### config.mk
export PLATFORM = sky130hd
export DESIGN_NAME = modbus_motion_frame_encoder_top
export DESIGN_NICKNAME = d
export VERILOG_FILES = /design/src/sv/mmfe_pkg.sv /design/src/sv/mmfe_front.sv /design/src/sv/mmfe_back.sv /design/src/sv/mmfe_outq.sv /design/src/sv/modbus_motion_frame_encoder_top.sv
export SDC_FILE = /design/constraint.sdc
export NUM_CORES = 1
export LEC_CHECK = 0
export ABC_AREA = 1
export BUFFER_PORTS_ARGS = -buffer_cell sky130_fd_sc_hd__buf_2
export CAP_MARGIN = 20
export CORE_ASPECT_RATIO = 1.75
export CORE_MARGIN = 3
export CORE_UTILIZATION = 45
export CTS_CLUSTER_DIAMETER = 80
export DETAILED_ROUTE_END_ITERATION = 16
export GPL_TIMING_DRIVEN = 0
export PLACE_DENSITY = 0.69
export RECOVER_POWER = 25
export SLEW_MARGIN = 5
export SYNTH_ARGS = -nofsm -noshare
export SYNTH_HDL_FRONTEND = slang
export SYNTH_SLANG_ARGS = --single-unit
### constraint.sdc
create_clock -name clk_i -period 4.6 [get_ports clk_i]
set_clock_uncertainty 0.15 [all_clocks]
set_input_delay 0.92 -clock clk_i [delete_from_list [all_inputs] [get_ports clk_i]]
set_output_delay 0.92 -clock clk_i [all_outputs]
set_load 0.01 [all_outputs]
### src/sv/mmfe_pkg.sv
// Shared types, constants and the CRC16 step for the Modbus motion frame encoder.
// No dependencies; every other file of the block imports this package.
package mmfe_pkg;

  typedef enum logic [1:0] {
    ACT_STOP = 2'd0,
    ACT_HOME = 2'd1,
    ACT_REL  = 2'd2,
    ACT_ABS  = 2'd3
  } action_e;

  typedef enum logic [2:0] {
    CFG_DEV_ADDR   = 3'd0,
    CFG_MOVE_SPEED = 3'd1,
    CFG_MOVE_ACCEL = 3'd2,
    CFG_MOVE_DECEL = 3'd3,
    CFG_HOME_SPEED = 3'd4
  } cfg_idx_e;

  localparam int unsigned CfgIdxW  = 3;
  localparam int unsigned CfgDataW = 16;

  // Queue depths (defaults for the top-level parameters)
  localparam int unsigned DefCmdDepth = 2;
  localparam int unsigned DefOutDepth = 2;

  // Register reset values
  localparam logic [7:0]  RstDevAddr   = 8'h01;
  localparam logic [15:0] RstMoveSpeed = 16'd200;
  localparam logic [15:0] RstMoveAccel = 16'd50;
  localparam logic [15:0] RstMoveDecel = 16'd50;
  localparam logic [15:0] RstHomeSpeed = 16'd300;

  // Modbus codes
  localparam logic [15:0] CrcInit       = 16'hFFFF;
  localparam logic [15:0] CrcPoly       = 16'hA001;
  localparam logic [7:0]  FcWriteSingle = 8'h06;
  localparam logic [7:0]  FcWriteMulti  = 8'h10;
  localparam logic [7:0]  SetupRegHi    = 8'h62;
  localparam logic [7:0]  SetupAbsBit   = 8'h10;
  localparam logic [7:0]  SetupUpBit    = 8'h08;
  localparam logic [7:0]  SetupWordCnt  = 8'h06;
  localparam logic [7:0]  SetupByteCnt  = 8'h0C;
  localparam logic [7:0]  ModeRel       = 8'h41;
  localparam logic [7:0]  ModeAbs       = 8'h01;
  localparam logic [15:0] RegCtrl       = 16'h6002;
  localparam logic [15:0] RegHomeMode   = 16'h600A;
  localparam logic [15:0] RegHomeSpeed  = 16'h600F;
  localparam logic [15:0] CtrlStop      = 16'h0040;
  localparam logic [15:0] CtrlHome      = 16'h0020;
  localparam logic [15:0] HomeModeVal   = 16'h0001;
  localparam logic [7:0]  TrigBase      = 8'h10;
  localparam logic [7:0]  TrigAbsBit    = 8'h02;
  localparam logic [7:0]  TrigUpBit     = 8'h01;

  // Frame geometry: body lengths, last frame indexes
  localparam int unsigned PosW        = 5;
  localparam logic [4:0]  SetupLen    = 5'd19;
  localparam logic [4:0]  SingleLen   = 5'd6;
  localparam logic [1:0]  LastFrStop  = 2'd0;
  localparam logic [1:0]  LastFrHome  = 2'd2;
  localparam logic [1:0]  LastFrMove  = 2'd1;

  typedef struct packed {
    action_e     action;
    logic        up;
    logic [31:0] pulses;
  } cmd_t;

  typedef struct packed {
    logic [7:0]  dev_addr;
    logic [15:0] move_speed;
    logic [15:0] move_accel;
    logic [15:0] move_decel;
    logic [15:0] home_speed;
  } cfg_t;

  typedef struct packed {
    logic [7:0] frame_byte;
    logic       end_of_frame;
    logic       last;
  } out_item_t;

  // One byte through the reflected CRC16 (eight shift steps)
  function automatic logic [15:0] crc16_byte(input logic [15:0] crc_in,
                                             input logic [7:0]  data);
    logic [15:0] c;
    c = crc_in ^ {8'h00, data};
    for (int b = 0; b < 8; b++) begin
      c = c[0] ? ((c >> 1) ^ CrcPoly) : (c >> 1);
    end
    return c;
  endfunction

endpackage

### src/sv/mmfe_front.sv
// Front end: accepts commands, normalizes direction, holds them in a short queue.
// Depends on mmfe_pkg.
module mmfe_front #(
  parameter int unsigned Depth = 2
) (
  input  logic                  clk_i,
  input  logic                  rst_ni,
  input  logic                  push,
  output logic                  full,
  input  logic [1:0]            action_i,
  input  logic                  move_up_i,
  input  logic signed [31:0]    pulses_i,
  output logic                  cmd_valid_o,
  output mmfe_pkg::cmd_t        cmd_o,
  input  logic                  cmd_pop_i
);
  import mmfe_pkg::*;

  localparam int unsigned PtrW = (Depth > 1) ? $clog2(Depth) : 1;
  localparam int unsigned CntW = $clog2(Depth + 1);
  localparam logic [PtrW-1:0] PtrLast = PtrW'(Depth - 1);
  localparam logic [CntW-1:0] CntFull = CntW'(Depth);

  cmd_t            mem_q [Depth];
  logic [PtrW-1:0] wr_ptr_q, wr_ptr_d, rd_ptr_q, rd_ptr_d;
  logic [CntW-1:0] cnt_q, cnt_d;
  cmd_t            cmd_in;
  logic            do_push, do_pop, is_move;

  // Classify: moves carry a direction; upward negates the pulse count mod 2^32
  always_comb begin
    is_move       = (action_i == ACT_REL) || (action_i == ACT_ABS);
    cmd_in.action = action_e'(action_i);
    cmd_in.up     = is_move & move_up_i;
    cmd_in.pulses = (is_move && move_up_i) ? (32'd0 - pulses_i) : pulses_i;
  end

  assign full        = (cnt_q == CntFull);
  assign do_push     = push & ~full;
  assign cmd_valid_o = (cnt_q != '0);
  assign do_pop      = cmd_pop_i & cmd_valid_o;
  assign cmd_o       = mem_q[rd_ptr_q];

  always_comb begin
    wr_ptr_d = wr_ptr_q;
    rd_ptr_d = rd_ptr_q;
    cnt_d    = cnt_q;
    if (do_push) begin
      wr_ptr_d = (wr_ptr_q == PtrLast) ? '0 : wr_ptr_q + 1'b1;
    end
    if (do_pop) begin
      rd_ptr_d = (rd_ptr_q == PtrLast) ? '0 : rd_ptr_q + 1'b1;
    end
    if (do_push && !do_pop) begin
      cnt_d = cnt_q + 1'b1;
    end else if (!do_push && do_pop) begin
      cnt_d = cnt_q - 1'b1;
    end
  end

  always_ff @(posedge clk_i or negedge rst_ni) begin
    if (!rst_ni) begin
      wr_ptr_q <= '0;
      rd_ptr_q <= '0;
      cnt_q    <= '0;
    end else begin
      wr_ptr_q <= wr_ptr_d;
      rd_ptr_q <= rd_ptr_d;
      cnt_q    <= cnt_d;
    end
  end

  always_ff @(posedge clk_i) begin
    if (do_push) begin
      mem_q[wr_ptr_q] <= cmd_in;
    end
  end

endmodule

### src/sv/mmfe_back.sv
// Back end: walks one command's frames, one byte per unstalled cycle, running CRC16.
// Depends on mmfe_pkg.
module mmfe_back (
  input  logic                 clk_i,
  input  logic                 rst_ni,
  input  mmfe_pkg::cfg_t       cfg_i,
  input  logic                 cmd_valid_i,
  input  mmfe_pkg::cmd_t       cmd_i,
  output logic                 cmd_pop_o,
  output logic                 item_valid_o,
  output mmfe_pkg::out_item_t  item_o,
  input  logic                 item_ready_i
);
  import mmfe_pkg::*;

  logic [1:0]      frame_q, frame_d;
  logic [PosW-1:0] pos_q, pos_d;
  logic [15:0]     crc_q, crc_d;

  logic            is_move, is_abs, setup_fr;
  logic [PosW-1:0] body_len;
  logic [1:0]      last_fr;
  logic            in_body, crc_lo, crc_hi, advance, is_last_fr;
  logic [15:0]     reg_addr, reg_val;
  logic [7:0]      body_byte, trig;

  always_comb begin
    is_move  = (cmd_i.action == ACT_REL) || (cmd_i.action == ACT_ABS);
    is_abs   = (cmd_i.action == ACT_ABS);
    setup_fr = is_move && (frame_q == 2'd0);
    body_len = setup_fr ? SetupLen : SingleLen;
    in_body  = (pos_q < body_len);
    crc_lo   = (pos_q == body_len);
    crc_hi   = (pos_q == body_len + 1'b1);
    trig     = TrigBase | (is_abs ? TrigAbsBit : 8'h00) | (cmd_i.up ? TrigUpBit : 8'h00);
  end

  // Register and value of a single-register write frame
  always_comb begin
    reg_addr = RegCtrl;
    reg_val  = CtrlStop;
    last_fr  = LastFrStop;
    unique case (cmd_i.action)
      ACT_STOP: begin
        reg_addr = RegCtrl;
        reg_val  = CtrlStop;
        last_fr  = LastFrStop;
      end
      ACT_HOME: begin
        last_fr = LastFrHome;
        if (frame_q == 2'd0) begin
          reg_addr = RegHomeMode;
          reg_val  = HomeModeVal;
        end else if (frame_q == 2'd1) begin
          reg_addr = RegHomeSpeed;
          reg_val  = cfg_i.home_speed;
        end else begin
          reg_addr = RegCtrl;
          reg_val  = CtrlHome;
        end
      end
      default: begin
        reg_addr = RegCtrl;
        reg_val  = {8'h00, trig};
        last_fr  = LastFrMove;
      end
    endcase
    is_last_fr = (frame_q == last_fr);
  end

  // Body byte at the current position
  always_comb begin
    body_byte = 8'h00;
    if (setup_fr) begin
      unique case (pos_q)
        5'd0:    body_byte = cfg_i.dev_addr;
        5'd1:    body_byte = FcWriteMulti;
        5'd2:    body_byte = SetupRegHi;
        5'd3:    body_byte = (is_abs ? SetupAbsBit : 8'h00) | (cmd_i.up ? SetupUpBit : 8'h00);
        5'd4:    body_byte = 8'h00;
        5'd5:    body_byte = SetupWordCnt;
        5'd6:    body_byte = SetupByteCnt;
        5'd7:    body_byte = 8'h00;
        5'd8:    body_byte = is_abs ? ModeAbs : ModeRel;
        5'd9:    body_byte = cmd_i.pulses[31:24];
        5'd10:   body_byte = cmd_i.pulses[23:16];
        5'd11:   body_byte = cmd_i.pulses[15:8];
        5'd12:   body_byte = cmd_i.pulses[7:0];
        5'd13:   body_byte = cfg_i.move_speed[15:8];
        5'd14:   body_byte = cfg_i.move_speed[7:0];
        5'd15:   body_byte = cfg_i.move_accel[15:8];
        5'd16:   body_byte = cfg_i.move_accel[7:0];
        5'd17:   body_byte = cfg_i.move_decel[15:8];
        5'd18:   body_byte = cfg_i.move_decel[7:0];
        default: body_byte = 8'h00;
      endcase
    end else begin
      unique case (pos_q)
        5'd0:    body_byte = cfg_i.dev_addr;
        5'd1:    body_byte = FcWriteSingle;
        5'd2:    body_byte = reg_addr[15:8];
        5'd3:    body_byte = reg_addr[7:0];
        5'd4:    body_byte = reg_val[15:8];
        5'd5:    body_byte = reg_val[7:0];
        default: body_byte = 8'h00;
      endcase
    end
  end

  assign advance      = cmd_valid_i & item_ready_i;
  assign item_valid_o = cmd_valid_i;
  assign cmd_pop_o    = advance & crc_hi & is_last_fr;

  always_comb begin
    item_o.frame_byte   = in_body ? body_byte : (crc_lo ? crc_q[7:0] : crc_q[15:8]);
    item_o.end_of_frame = crc_hi;
    item_o.last         = crc_hi & is_last_fr;
  end

  always_comb begin
    frame_d = frame_q;
    pos_d   = pos_q;
    crc_d   = crc_q;
    if (advance) begin
      if (crc_hi) begin
        pos_d   = '0;
        crc_d   = CrcInit;
        frame_d = is_last_fr ? 2'd0 : frame_q + 1'b1;
      end else begin
        pos_d = pos_q + 1'b1;
        if (in_body) begin
          crc_d = crc16_byte(crc_q, body_byte);
        end
      end
    end
  end

  always_ff @(posedge clk_i or negedge rst_ni) begin
    if (!rst_ni) begin
      frame_q <= '0;
      pos_q   <= '0;
      crc_q   <= CrcInit;
    end else begin
      frame_q <= frame_d;
      pos_q   <= pos_d;
      crc_q   <= crc_d;
    end
  end

endmodule

### src/sv/mmfe_outq.sv
// Result queue between the byte sequencer and the result port.
// Depends on mmfe_pkg.
module mmfe_outq #(
  parameter int unsigned Depth = 2
) (
  input  logic                 clk_i,
  input  logic                 rst_ni,
  input  logic                 item_valid_i,
  input  mmfe_pkg::out_item_t  item_i,
  output logic                 item_ready_o,
  output logic                 empty,
  input  logic                 pop,
  output mmfe_pkg::out_item_t  item_o
);
  import mmfe_pkg::*;

  localparam int unsigned PtrW = (Depth > 1) ? $clog2(Depth) : 1;
  localparam int unsigned CntW = $clog2(Depth + 1);
  localparam logic [PtrW-1:0] PtrLast = PtrW'(Depth - 1);
  localparam logic [CntW-1:0] CntFull = CntW'(Depth);

  out_item_t       mem_q [Depth];
  logic [PtrW-1:0] wr_ptr_q, wr_ptr_d, rd_ptr_q, rd_ptr_d;
  logic [CntW-1:0] cnt_q, cnt_d;
  logic            do_push, do_pop;

  // A pop in the same cycle frees a slot
  assign empty        = (cnt_q == '0);
  assign do_pop       = pop & ~empty;
  assign item_ready_o = (cnt_q != CntFull) | do_pop;
  assign do_push      = item_valid_i & item_ready_o;
  assign item_o       = mem_q[rd_ptr_q];

  always_comb begin
    wr_ptr_d = wr_ptr_q;
    rd_ptr_d = rd_ptr_q;
    cnt_d    = cnt_q;
    if (do_push) begin
      wr_ptr_d = (wr_ptr_q == PtrLast) ? '0 : wr_ptr_q + 1'b1;
    end
    if (do_pop) begin
      rd_ptr_d = (rd_ptr_q == PtrLast) ? '0 : rd_ptr_q + 1'b1;
    end
    if (do_push && !do_pop) begin
      cnt_d = cnt_q + 1'b1;
    end else if (!do_push && do_pop) begin
      cnt_d = cnt_q - 1'b1;
    end
  end

  always_ff @(posedge clk_i or negedge rst_ni) begin
    if (!rst_ni) begin
      wr_ptr_q <= '0;
      rd_ptr_q <= '0;
      cnt_q    <= '0;
    end else begin
      wr_ptr_q <= wr_ptr_d;
      rd_ptr_q <= rd_ptr_d;
      cnt_q    <= cnt_d;
    end
  end

  always_ff @(posedge clk_i) begin
    if (do_push) begin
      mem_q[wr_ptr_q] <= item_i;
    end
  end

endmodule

### src/sv/modbus_motion_frame_encoder_top.sv
// Modbus RTU motion frame encoder, top level: config registers and the three stages.
// Depends on mmfe_pkg, mmfe_front, mmfe_back, mmfe_outq.
//
// Usage:
//   Command side is a queue input: drive action_i/move_up_i/pulses_i and raise push;
//   an item is taken on a clock edge with push high and full low.
//   Result side is a queue output: while empty is low the oldest byte sits on
//   frame_byte_o/end_of_frame_o/last_o and leaves on an edge with pop high.
//   Each command yields a stream of Modbus RTU frames, each closed by CRC16
//   (low byte, then high byte with end_of_frame_o set); last_o marks the final
//   byte of the command: 8 bytes for stop, 24 for home, 29 for a move.
// Timing:
//   The byte sequencer emits one byte per cycle while the result queue has room and
//   stays on a command until its last byte is taken. The first byte passes through
//   the command queue and the result queue registers on its way to the result ports.
//   The command queue (CmdDepth) takes new items while the sequencer works, so with
//   pop held high and commands waiting the output runs at one byte per cycle.
// Stalls and reset:
//   When pop stays low the result queue fills, the sequencer holds its place and
//   the command queue backs up until full rises; nothing is dropped.
//   Reset empties both queues, restarts the sequencer and loads the register
//   defaults (address 1, speed 200, accel 50, decel 50, home speed 300).
//   Register writes (cfg_we_i) take effect next cycle; write only while idle.
module modbus_motion_frame_encoder_top #(
  parameter int unsigned CmdDepth = mmfe_pkg::DefCmdDepth,
  parameter int unsigned OutDepth = mmfe_pkg::DefOutDepth
) (
  input  logic                           clk_i,
  input  logic                           rst_ni,
  input  logic                           cfg_we_i,
  input  logic [mmfe_pkg::CfgIdxW-1:0]   cfg_index_i,
  input  logic [mmfe_pkg::CfgDataW-1:0]  cfg_data_i,
  input  logic                           push,
  output logic                           full,
  input  logic [1:0]                     action_i,
  input  logic                           move_up_i,
  input  logic signed [31:0]             pulses_i,
  output logic                           empty,
  input  logic                           pop,
  output logic [7:0]                     frame_byte_o,
  output logic                           end_of_frame_o,
  output logic                           last_o
);
  import mmfe_pkg::*;

  cfg_t      cfg_q, cfg_d;
  logic      cmd_valid, cmd_pop;
  cmd_t      cmd;
  logic      item_valid, item_ready;
  out_item_t item_seq, item_out;

  // Config registers; indexes past the list are ignored
  always_comb begin
    cfg_d = cfg_q;
    if (cfg_we_i) begin
      case (cfg_idx_e'(cfg_index_i))
        CFG_DEV_ADDR:   cfg_d.dev_addr   = cfg_data_i[7:0];
        CFG_MOVE_SPEED: cfg_d.move_speed = cfg_data_i;
        CFG_MOVE_ACCEL: cfg_d.move_accel = cfg_data_i;
        CFG_MOVE_DECEL: cfg_d.move_decel = cfg_data_i;
        CFG_HOME_SPEED: cfg_d.home_speed = cfg_data_i;
        default:        cfg_d = cfg_q;
      endcase
    end
  end

  always_ff @(posedge clk_i or negedge rst_ni) begin
    if (!rst_ni) begin
      cfg_q.dev_addr   <= RstDevAddr;
      cfg_q.move_speed <= RstMoveSpeed;
      cfg_q.move_accel <= RstMoveAccel;
      cfg_q.move_decel <= RstMoveDecel;
      cfg_q.home_speed <= RstHomeSpeed;
    end else begin
      cfg_q <= cfg_d;
    end
  end

  // Front: take and normalize commands
  mmfe_front #(
    .Depth (CmdDepth)
  ) u_front (
    .clk_i       (clk_i),
    .rst_ni      (rst_ni),
    .push        (push),
    .full        (full),
    .action_i    (action_i),
    .move_up_i   (move_up_i),
    .pulses_i    (pulses_i),
    .cmd_valid_o (cmd_valid),
    .cmd_o       (cmd),
    .cmd_pop_i   (cmd_pop)
  );

  // Back: byte sequencer with running CRC
  mmfe_back u_back (
    .clk_i        (clk_i),
    .rst_ni       (rst_ni),
    .cfg_i        (cfg_q),
    .cmd_valid_i  (cmd_valid),
    .cmd_i        (cmd),
    .cmd_pop_o    (cmd_pop),
    .item_valid_o (item_valid),
    .item_o       (item_seq),
    .item_ready_i (item_ready)
  );

  // Result queue decouples the sequencer from the consumer
  mmfe_outq #(
    .Depth (OutDepth)
  ) u_outq (
    .clk_i        (clk_i),
    .rst_ni       (rst_ni),
    .item_valid_i (item_valid),
    .item_i       (item_seq),
    .item_ready_o (item_ready),
    .empty        (empty),
    .pop          (pop),
    .item_o       (item_out)
  );

  assign frame_byte_o   = item_out.frame_byte;
  assign end_of_frame_o = item_out.end_of_frame;
  assign last_o         = item_out.last;

endmodule
==> metrics <==
vias 8454; post-synthesis mux area share 0%; CTS Sinks 193; cell count after synthesis 1199; vias per cell 5.30; Placed Instance Area 10800 sq um; Synth-to-Final Area Change 14.3%; failing checks capacitance limit, slew limit; grt ovf 0; H-tree depth 4; max-capacitance violation count 1; global route hottest layer met2; Simple-Gate Fraction of Synth Area 27.4%; post_cts resized 0; register area share after synthesis 53.4%; Syn Nets 1271; clock network fraction of total power 21.1%; initial antenna violation count 0; Placeable Area 21600 sq um; initial detailed-routing violation count 636; GRT met3 Usage 3.65%; cell-by-cell trace of the critical path inv_1 > ha_1 > nand2_2 > nor2_1 > nand2_1 > nand2_1 > nor2_1 > nand4_1 > nand3_1 > nand2_1 > nand2_1 > nand2_1 > nand2_1 > nand3_1 > nand2_2 > nand2_1 > nand3_1 > nand3_1 > nand3_1 > nand2_1 > inv_1; Logic pwr share 42.6%; Internal Dissipation 4.41 mW; Critical Path End Type flip-flop; finished layout cell area 11400 sq um; fin nets 1363; vias in the first global route 8352; EDFF count, synth 90; PortBufs 70; n_diodes 0; Slew Limit Fails 39; root buf cell clkbuf_16; share of cells above drive strength 1 13.1%; DIE AREA 24000 sq um; minimum clock period 3.71 ns; placed cells 1564; Post-Synth Adder-Cell Area 1.63%; most common cell in the netlist nand2_1; cell family with most CP delay simple AND/OR/NAND/NOR gates; sw power 3.19 mW; Arr. time, crit path 3.95 ns; Tcrit/Tclk final 80.6%; TritonCTS buffer count 17; DP Worst Slack 0.819 ns; GR Util met1 23.6%; worst min path class flip-flop to flip-flop; final std cells w/o fill 1596; slowest CP cell dfrtp_1; unique cell type count in the Yosys netlist 43; first-pass GRT wire length 43.8 mm; Worst Path Required 4.84 ns; Synth Flop Type edfxtp_1; total wire length 27.9 mm; Clk pin slew, worst setup/hold paths 0.07 ns; largest family of logic cells by synthesized area simple AND/OR/NAND/NOR gates; LEAKAGE 5.30 nW; maximum VDD drop 0.307 mV; worst-case clock buffer depth 2; slew margin rel. -48.1%; drt first pass iters 5; area share of the largest cell type after synthesis 27.1%; post-synthesis xor/xnor area fraction 3.61%; die height 203 um; commonest cells in the synthesized netlist nand2_1 (417), nor2_1 (109), o21ai_0 (100); status complete, but fails checks; ys async rst share 53.4%; area leader, netlist edfxtp_1; slowest stage delay, CP 0.45 ns; CTS tree built; Buf+Inv Stages, Crit Path 2; post-CTS setup buffers 0; worst skew pair latency 0.45 ns; GRT Total Usage 23.8%; grt met2 use 43.5%; final setup fails 0; DR DRC count 0; cell mode on critical path nand2_1; Final Hold Viols 0; Die W 118 um; Peak Freq 270 MHz; syn_area_per_cell 8.30 sq um; Synth Cell Area 9950 sq um; Pwr per Cell Area 668 nW/um^2; YS warnings 0; Flop pwr share 36.4%; FP Rows 71; number of synthesized register bits 193; Synth Area in Compound Gates 8.62%; crit-path max FO 5; critical path class flip-flop to flip-flop; Critical Path Source Type flip-flop; average wire per standard cell 17.5 um; I/O pins 71; Post-DP HPWL 21.6 mm; Starting Density 46.1%; pin count of the biggest net entering global routing 66; antenna viol nets, final 0; RSZ-0062 raised after global routing false; setup TNS 0 ns; Sw Ratio 42.0%; CTS Hold Bufs 0; Tightest Pin Transition 2.22 ns; fin worst setup slack 0.894 ns; placer congestion estimate 0.987; Synth area leaders edfxtp_1 (27%), dfrtp_1 (18%), nand2_1 (16%), dfstp_2 (7.9%), o21ai_0 (5.0%)
-- stage by stage --
stage / util, % / hold slack [ns] / power [mW]
2_1_floorplan: - / 0.295 / 4.94
3_3_place_gp: 49.4 / 0.314 / 5.89
3_5_place_dp: 49.8 / 0.323 / 6.00
4_1_cts: 52.8 / 0.307 / 7.60
5_1_grt: 52.7 / 0.355 / 8.11
6_report: 52.7 / 0.339 / 7.60
-- state kept, by name, indices dropped and copies added, names as in the netlist --
name and count:
u_outq.cnt_q 2, u_outq.mem_q 20, u_outq.wr_ptr_q 1, u_back.pos_q 5
u_back.frame_q 2, cfg_q 72, u_front.rd_ptr_q 1, u_front.wr_ptr_q 1
u_outq.rd_ptr_q 1, u_front.cnt_q 2, u_back.crc_q 16, u_front.mem_q 70
-- layer usage --
metal  part of all wire [%]  vias up  wire length, um
met5                      0        -                0
met4                    7.9        0             2200
met3                    3.2      105              897
met2                     54      250            15000
met1                     35     3992             9760
li1                       -     4107                -
-- worst register-to-register path, cell delays in order, from the launching register on --
cell and delay [ns]:
dfrtp_1 0.45, inv_1 0.14, ha_1 0.27, nand2_2 0.13, nor2_1 0.40, nand2_1 0.27, nand2_1 0.12, nor2_1 0.11
nand4_1 0.18, nand3_1 0.09, nand2_1 0.18, nand2_1 0.07, nand2_1 0.15, nand2_1 0.08, nand3_1 0.13, nand2_2 0.09
nand2_1 0.11, nand3_1 0.12, nand3_1 0.11, nand3_1 0.15, nand2_1 0.10, inv_1 0.04
-- cell usage in the layout, fill, tap and decap left out, drive strengths merged, types with 2 or more instances in the layout --
cell type    n
a31oi        6
nand4       11
a21oi       23
o21ai      103
nor2       120
nand3b       2
nor4         2
or2          2
nand2      425
clkinvlp     5
bufinv       4
a211oi       3
edfxtp      90
nand3       82
clkbuf      46
ha          13
nor3        12
xor2        24
buf         77
dfrtp       73
inv        106
a22oi        7
a22o         2
nor3b        3
o31ai        2
xnor2       17
clkinv       2
o22ai        6
dfstp       30
a221oi       2
-- cell type report --
cell class,count,area (sq um)
fill,2021,10200
sequential,193,5320
multi-input combinational,871,4120
clock buffer,17,425
timing repair buffer,73,413
inverter,102,385
tap,292,365
clock inverter,15,206
buffer,33,145
-- final timing paths --
| kind | start | endpoint | slack [ns] | depth (start not counted) |
|---|---|---|---|---|
| worst min register to register | cfg_q[61] | cfg_q[61] | 0.34 | 2 |
| worst min-delay path | cfg_q[61] | cfg_q[61] | 0.34 | 2 |
| worst max register to register | u_back.pos_q[1] | u_back.crc_q[0] | 0.89 | 21 |
| min in group asynchronous | rst_ni | cfg_q[19] | 0.98 | 1 |
| max in group asynchronous | rst_ni | cfg_q[60] | 2.05 | 1 |
| worst max-delay path | u_back.pos_q[1] | u_back.crc_q[0] | 0.89 | 21 |
-- power by group through the flow --
stage	combinational, mW	clock, mW	sequential (mW)
4_1_cts	3.22	1.61	2.76
3_3_place_gp	3.11	0	2.78
5_1_grt	3.61	1.68	2.82
2_1_floorplan	2.23	0	2.71
3_5_place_dp	3.21	0	2.79
6_report	3.24	1.60	2.76
-- kinds of logic after synthesis --
logic type               Yosys count
AO/OA/AOI/OAI                    157
XOR/XNOR                          41
adder cells (fa/ha/maj)           13
buffers and inverters            135
flip-flops                       193
AND/OR/NAND/NOR                  660
Note: power is estimated with default switching activity, not from simulation.
